**src/hw/rtl/assert_macros.svh**
```systemverilog
// Assertion helpers used by the controller RTL.
`ifndef ASSERT_MACROS_SVH
`define ASSERT_MACROS_SVH

// Implication checked on every rising edge outside reset.
`define ASSERT_IMPL(label, clk, rst, ante, cons, msg) \
  label: assert property (@(posedge clk) disable iff (rst) (ante) |-> (cons)) \
    else $error(msg);

// Next-cycle implication checked outside reset.
`define ASSERT_NEXT(label, clk, rst, ante, cons, msg) \
  label: assert property (@(posedge clk) disable iff (rst) (ante) |=> (cons)) \
    else $error(msg);

`endif

```
**src/hw/rtl/psacl_pkg.sv**
```systemverilog
package psacl_pkg;

  localparam logic [2:0] OP_FRAME      = 3'd0;
  localparam logic [2:0] OP_BLOCK_ADD  = 3'd1;
  localparam logic [2:0] OP_BLOCK_REM  = 3'd2;
  localparam logic [2:0] OP_PORT_ADD   = 3'd3;
  localparam logic [2:0] OP_PORT_REM   = 3'd4;
  localparam logic [2:0] OP_ALLOW_ADD  = 3'd5;
  localparam logic [2:0] OP_ALLOW_REM  = 3'd6;
  localparam logic [2:0] OP_UNUSED     = 3'd7;

  localparam logic [1:0] ST_DONE   = 2'd0;
  localparam logic [1:0] ST_FULL   = 2'd1;
  localparam logic [1:0] ST_ABSENT = 2'd2;

  localparam logic [1:0] TBL_BLOCK = 2'd0;
  localparam logic [1:0] TBL_PORT  = 2'd1;
  localparam logic [1:0] TBL_ALLOW = 2'd2;

  localparam logic [15:0] KIND_IPV4 = 16'h0800;
  localparam logic [7:0]  PROTO_TCP = 8'd6;
  localparam logic [5:0]  ETH_MIN   = 6'd14;
  localparam logic [5:0]  IP_MIN    = 6'd34;
  localparam logic [5:0]  TCP_MIN   = 6'd54;
  localparam logic [5:0]  POS_MAX   = 6'd63;

  typedef struct packed {
    logic [2:0]  op;
    logic [7:0]  frame_byte;
    logic        frame_end;
    logic [31:0] ip_address;
    logic [15:0] tcp_port;
  } in_item_t;

  typedef struct packed {
    logic       result_kind;
    logic       verdict;
    logic [1:0] table_status;
  } out_item_t;

  // controller -> datapath
  typedef struct packed {
    logic       scan_start;  // reset scan pointer, begin search
    logic [1:0] tbl;         // table being scanned
    logic       key_frame;   // key from captured header instead of item
    logic       do_insert;   // write found free slot
    logic       do_remove;   // clear matched slot
    logic       clear_step;  // clear sweep write
  } dp_cmd_t;

  // datapath -> controller
  typedef struct packed {
    logic scan_done;
    logic hit;
    logic free_found;
    logic clear_done;
  } dp_stat_t;

endpackage

```
**src/hw/rtl/psacl_controller.sv**
```systemverilog
module psacl_controller import psacl_pkg::*; (
  input  logic      clk,
  input  logic      rst,
  input  logic      start,
  input  in_item_t  item,
  input  dp_stat_t  stat,
  output logic      busy,
  output dp_cmd_t   cmd,
  output logic [31:0] key_addr,
  output logic [15:0] key_port,
  output logic [31:0] frm_addr,
  output logic [15:0] frm_port,
  output logic      result_strobe,
  output out_item_t result
);
  `include "assert_macros.svh"

  localparam logic [2:0] S_CLEAR = 3'd0;
  localparam logic [2:0] S_IDLE  = 3'd1;
  localparam logic [2:0] S_KICK  = 3'd2;
  localparam logic [2:0] S_SCAN  = 3'd3;
  localparam logic [2:0] S_WRITE = 3'd4;

  logic [2:0]  state;
  logic [5:0]  byte_position;
  logic [15:0] ether_kind;
  logic [7:0]  ip_protocol;
  logic [31:0] source_address;
  logic [15:0] destination_port;
  logic [2:0]  cur_op;
  logic [1:0]  tbl;
  logic        key_frame;
  logic        frame_len_tcp;   // frame long enough for port checks
  logic        acc;
  logic [5:0]  pos;
  logic        decide_now;

  assign acc = start && !busy;
  assign busy = state != S_IDLE;
  assign frm_addr = source_address;
  assign frm_port = destination_port;
  assign pos = byte_position;

  always_comb begin
    cmd = '0;
    cmd.tbl = tbl;
    cmd.key_frame = key_frame;
    cmd.clear_step = state == S_CLEAR;
    cmd.scan_start = state == S_KICK;
    if (state == S_WRITE) begin
      cmd.do_insert = (cur_op == OP_BLOCK_ADD || cur_op == OP_PORT_ADD ||
                       cur_op == OP_ALLOW_ADD) && !stat.hit && stat.free_found;
      cmd.do_remove = (cur_op == OP_BLOCK_REM || cur_op == OP_PORT_REM ||
                       cur_op == OP_ALLOW_REM) && stat.hit;
    end
  end

  // verdict known after the finished scan of the current table
  always_comb begin
    case (tbl)
      TBL_BLOCK: decide_now = stat.hit || ip_protocol != PROTO_TCP || !frame_len_tcp;
      TBL_PORT:  decide_now = !stat.hit;
      default:   decide_now = 1'b1;
    endcase
  end

  // full header seen at end byte (captures for current byte folded in)
  logic [15:0] ek_n;
  logic [7:0]  pr_n;
  logic [31:0] sa_n;
  logic [15:0] dp_n;
  always_comb begin
    ek_n = ether_kind; pr_n = ip_protocol; sa_n = source_address; dp_n = destination_port;
    if (pos == 6'd12 || pos == 6'd13) ek_n = {ether_kind[7:0], item.frame_byte};
    else if (pos == 6'd23) pr_n = item.frame_byte;
    else if (pos >= 6'd26 && pos <= 6'd29) sa_n = {source_address[23:0], item.frame_byte};
    else if (pos == 6'd36 || pos == 6'd37) dp_n = {destination_port[7:0], item.frame_byte};
  end

  logic [6:0] len;
  assign len = {1'b0, pos} + 7'd1;

  always_ff @(posedge clk) begin
    result_strobe <= 1'b0;
    if (rst) begin
      state <= S_CLEAR;
      byte_position <= '0; ether_kind <= '0; ip_protocol <= '0;
      source_address <= '0; destination_port <= '0;
      tbl <= TBL_BLOCK; key_frame <= 1'b0; cur_op <= OP_FRAME;
    end else begin
      case (state)
        S_CLEAR: if (stat.clear_done) state <= S_IDLE;
        S_IDLE: if (acc) begin
          key_addr <= item.ip_address;
          key_port <= item.tcp_port;
          cur_op   <= item.op;
          key_frame <= item.op == OP_FRAME;
          if (item.op == OP_FRAME) begin
            if (item.frame_end && (len < 7'(IP_MIN) || ek_n != KIND_IPV4)) begin
              result_strobe <= 1'b1;
              result <= '0;
              byte_position <= '0; ether_kind <= '0; ip_protocol <= '0;
              source_address <= '0; destination_port <= '0;
            end else begin
              if (pos < POS_MAX) byte_position <= pos + 1'b1;
              ether_kind <= ek_n; ip_protocol <= pr_n;
              source_address <= sa_n; destination_port <= dp_n;
              if (item.frame_end) begin
                frame_len_tcp <= len >= 7'(TCP_MIN);
                tbl <= TBL_BLOCK; state <= S_KICK;
              end
            end
          end else if (item.op != OP_UNUSED) begin
            case (item.op)
              OP_BLOCK_ADD, OP_BLOCK_REM: tbl <= TBL_BLOCK;
              OP_PORT_ADD, OP_PORT_REM:   tbl <= TBL_PORT;
              default:                    tbl <= TBL_ALLOW;
            endcase
            state <= S_KICK;
          end
        end
        S_KICK: state <= S_SCAN;
        S_SCAN: if (stat.scan_done) begin
          if (cur_op == OP_FRAME) begin
            if (decide_now) begin
              result_strobe <= 1'b1;
              result.result_kind <= 1'b0;
              result.table_status <= ST_DONE;
              result.verdict <= (tbl == TBL_BLOCK) ? stat.hit :
                                (tbl == TBL_ALLOW) ? !stat.hit : 1'b0;
              byte_position <= '0; ether_kind <= '0; ip_protocol <= '0;
              source_address <= '0; destination_port <= '0;
              state <= S_IDLE;
            end else begin
              tbl <= (tbl == TBL_BLOCK) ? TBL_PORT : TBL_ALLOW;
              state <= S_KICK;
            end
          end else state <= S_WRITE;
        end
        S_WRITE: begin
          result_strobe <= 1'b1;
          result.result_kind <= 1'b1;
          result.verdict <= 1'b0;
          if (cur_op == OP_BLOCK_ADD || cur_op == OP_PORT_ADD || cur_op == OP_ALLOW_ADD)
            result.table_status <= (stat.hit || stat.free_found) ? ST_DONE : ST_FULL;
          else
            result.table_status <= stat.hit ? ST_DONE : ST_ABSENT;
          state <= S_IDLE;
        end
        default: state <= S_CLEAR;
      endcase
    end
  end

  `ASSERT_NEXT(a_kick_scan, clk, rst, state == S_KICK, state == S_SCAN, "kick not followed by scan")
  `ASSERT_IMPL(a_strobe_idle, clk, rst, result_strobe, state == S_IDLE, "strobe outside idle")
  `ASSERT_IMPL(a_one_cmd, clk, rst, 1'b1, $onehot0({cmd.scan_start, cmd.do_insert, cmd.do_remove, cmd.clear_step}), "conflicting commands")
endmodule

```
**config.mk**
```make
export PLATFORM = sky130hd
export DESIGN_NAME = psacl_controller
export DESIGN_NICKNAME = d
export VERILOG_FILES = /design/src/hw/rtl/psacl_pkg.sv /design/src/hw/rtl/psacl_controller.sv
export VERILOG_INCLUDE_DIRS = /design/src /design/src/hw/rtl
export SDC_FILE = /design/constraint.sdc
export NUM_CORES = 1
export LEC_CHECK = 0
export BUFFER_PORTS_ARGS = -buffer_cell sky130_fd_sc_hd__buf_2
export CORE_ASPECT_RATIO = 1.1
export CORE_MARGIN = 2
export CORE_UTILIZATION = 51
export DETAILED_ROUTE_END_ITERATION = 10
export GPL_ROUTABILITY_DRIVEN = 0
export PLACE_DENSITY_LB_ADDON = 0.25
export SYNTH_ARGS = -nofsm -noshare
export SYNTH_HDL_FRONTEND = slang
export SYNTH_SLANG_ARGS = --single-unit
```
**constraint.sdc**
```tcl
create_clock -name clk -period 5.2 [get_ports clk]
set_input_delay 1.56 -clock clk [delete_from_list [all_inputs] [get_ports clk]]
set_output_delay 1.56 -clock clk [all_outputs]
set_load 0.005 [all_outputs]
```
==> results.yml <==
status:
  status: "finished clean"
sta:
  finClkSkew_ns: 0.009120
  holdWs_ns: 0.4641
  rsz0062_at_grt: "no"
  worst_pin_slew_ns: 1.217
  final-max-slew-violation-count: 0
  slew_headroom_pct: 18.90
  setup_viol: 0
  fin_crit_sh_pct: 71.99
  max_clock_freq_ghz: 0.2671
  fin_crit_ns: 3.744
  hold_viol_final: 0
  fin_tns_setup_ns: 0
drt:
  vias: 4836
  routed_wl_mm: 14.37
  drc: 0
  first_iter_violations: 331
  vias_per_cell: 5.716
  avgRoutedWirePerCell_um: 16.99
  postRouteAntennaNets: 0
  first_pass_iters: 5
critical_path:
  crit_slowest_cell: "nand4_1"
  worst_setup_path_start_kind: "input port"
  r2r-start: "byte_position[0]"
  r2r_end: "ether_kind[9]"
  reg2regPathDepth: 8
  crit_chain: "buf_2, nor4_1, nand3_1, o32a_1, o31ai_4, nand4_1, o22ai_1"
  crit_path_max_incr_delay_ns: 0.67
  cp_data_required_time_ns: 5.50
  crit_buf_inv: 1
  reg2reg_slack_ns: 1.76
  critical-path-top-delay-family: "compound AO/OA/AOI/OAI gates"
  crit_type: "in2reg"
  end_kind: "flop"
  cp.arrival_ns: 4.05
  path_max_fanout: 17
finish:
  final_nets: 762
  layout.area.seq_um2: 3353
  final_util_pct: 68.24
  fillCellCount: 808
  multi_input_area_um2: 1948
  n_antenna_cell: 0
  drive_gt1_share_pct: 32.01
  syn_to_final_growth_pct: 29.16
  layout.cells.non_filler: 846
global_route:
  gr-total-overflow: 0
  grt_max_degree: 43
  antenna_found_initial: 0
  grt_pass1_vias: 4366
  grt_pass1_wl_mm: 21.57
  grt_use_total_pct: 23.95
clock_tree:
  cts_buffer_depth: 2
  clock-root-buffer: "clkbuf_16"
  clock_sinks: 141
  cts_tree: "done"
  clk_pin_slew_worst_paths_ns: 0.06
  insertion_delay_ns: 0.41
  htreeDepth: 4
  cts_setup_buffers: 0
  cts_hold_buf: 0
  numCtsBuffers: 17
  cts-resized-gates: 0
hold_path:
  hp-start: "key_frame"
  hold_path_end: "key_frame"
  hold_class: "reg2reg"
  holdPathStages: 2
power_and_ir_drop:
  ir_worst_vdd_mv: 0.2556
  totalPowerFinal_mw: 2.685
  power.leakage_nw: 2.809
  power_density_nw_per_um2: 375.0
yosys:
  ys_top_cells_by_count: "dfxtp_1 (88), nand2_1 (87), edfxtp_1 (53), o32ai_1 (41), o22ai_1 (34)"
  synth.most_common_cell: "dfxtp_1"
  synth_area_um2: 5543
  synthArstFlopShare_pct: 0
  synthTopCellsByArea: "dfxtp_1 (32%), edfxtp_1 (29%), o32ai_1 (6.5%)"
  synth_edf_count: 53
  synth_top_area_share_pct: 31.78
  avgSynthCellArea_um2: 10.58
  syn_nets: 596
  synthDistinctLibCells: 57
  synth-seq-cells: 141
  yosys.area.top_type: "dfxtp_1"
  synth-main-ff-cell: "dfxtp_1"
  netlist_instances: 524
  synth_warnings: 0
  yosysSeqAreaShare_pct: 60.50
placed_design:
  io_buffers: 175
  hpwlAfterDp_mm: 10.30
  placed_cells: 814
die:
  num_io_pins: 176
  dieWidth_um: 103.4
  die-area_um2: 11720
  core-area_um2: 10490
  rows: 39
  die_h_um: 113.3
  start_util_pct: 52.83
flow_run:
  cap_violations: 0
-- state kept, by name, summed over array words and instances (netlist names), 3 cells and up --
| name | flops |
|---|---|
| byte_position | 6 |
| cur_op | 3 |
| ether_kind | 16 |
| frm_addr | 32 |
| frm_port | 16 |
| ip_protocol | 8 |
| key_addr | 32 |
| key_port | 16 |
| result | 4 |
| state | 3 |
-- tightest hold or removal path, cell delays in order (launching register included) --
cell and delay, ns:
dfxtp_1 0.30, nand2_1 0.05, a21oi_1 0.06
-- stage by stage --
| step | worst slack [ns] | cell area [um^2] |
|---|---|---|
| global route | 1.233 | 7159 |
| finish | 1.456 | 7159 |
| global placement | 1.216 | 6514 |
| floorplan | 0.5988 | 5543 |
| detailed placement | 1.102 | 6514 |
| CTS | 1.508 | 7159 |
-- worst max-delay path by stage --
stage                   from           end  slack, ns  cells after the start
global placement    item[53]  frm_port[15]       1.22                      7
global route        item[53]   frm_port[1]       1.23                      7
detailed placement  item[53]   frm_port[1]       1.10                      7
floorplan                rst   key_addr[0]       0.60                      4
CTS                 item[53]   frm_port[1]       1.51                      7
finish              item[53]   frm_port[1]       1.46                      7
-- per-layer routing --
metal	routed length (um)	track usage, %
met2	7125	39.53
met4	285	9.298
met5	0	0
met3	1420	7.783
met1	5542	28.73
-- power breakdown --
group | leakage, nW | internal (mW) | switching, mW
combinational | 1.32 | 0.0678 | 0.119
clock | 0.299 | 0.852 | 0.454
sequential | 1.19 | 1.17 | 0.0194
-- kinds of logic (layout without fill, tap and decap cells) --
| group | after synthesis | after routing | share of synthesized area (%) |
|---|---|---|---|
| and+or+nand+nor | 182 | 182 | 15.80 |
| DFF | 141 | 141 | 60.50 |
| AOI/OAI and AO/OA | 128 | 128 | 17.43 |
| buffers and inverters | 65 | 244 | 4.605 |
| adders and majority gates | 5 | 5 | 1.129 |
| muxes | 2 | 2 | 0.3837 |
| xor gates and xnor gates | 1 | 1 | 0.1580 |
-- cell usage in the layout (no fill, tap or decap), types with 6 or more instances in the layout --
cell type / synthesis / final
a21oi_1: 15 / 15
buf_2: 6 / 175
clkbuf_16: 0 / 17
dfxtp_1: 88 / 88
edfxtp_1: 53 / 53
inv_1: 31 / 31
nand2_1: 87 / 87
nand3_1: 14 / 14
nand4_1: 7 / 7
nor2_1: 21 / 20
nor2b_1: 7 / 7
nor3_1: 14 / 14
nor4_1: 7 / 7
o211ai_1: 6 / 6
o22ai_1: 34 / 34
o32ai_1: 41 / 41
-- layout make-up --
cell class	count	area share (%)
clock buffer	18	5.994
clock inverter	14	3.023
inverter	32	1.678
multi-input combinational	318	27.21
sequential	141	46.84
tap	143	2.499
timing repair buffer	180	12.76
No activity file was read; power rests on OpenSTA's default activity.
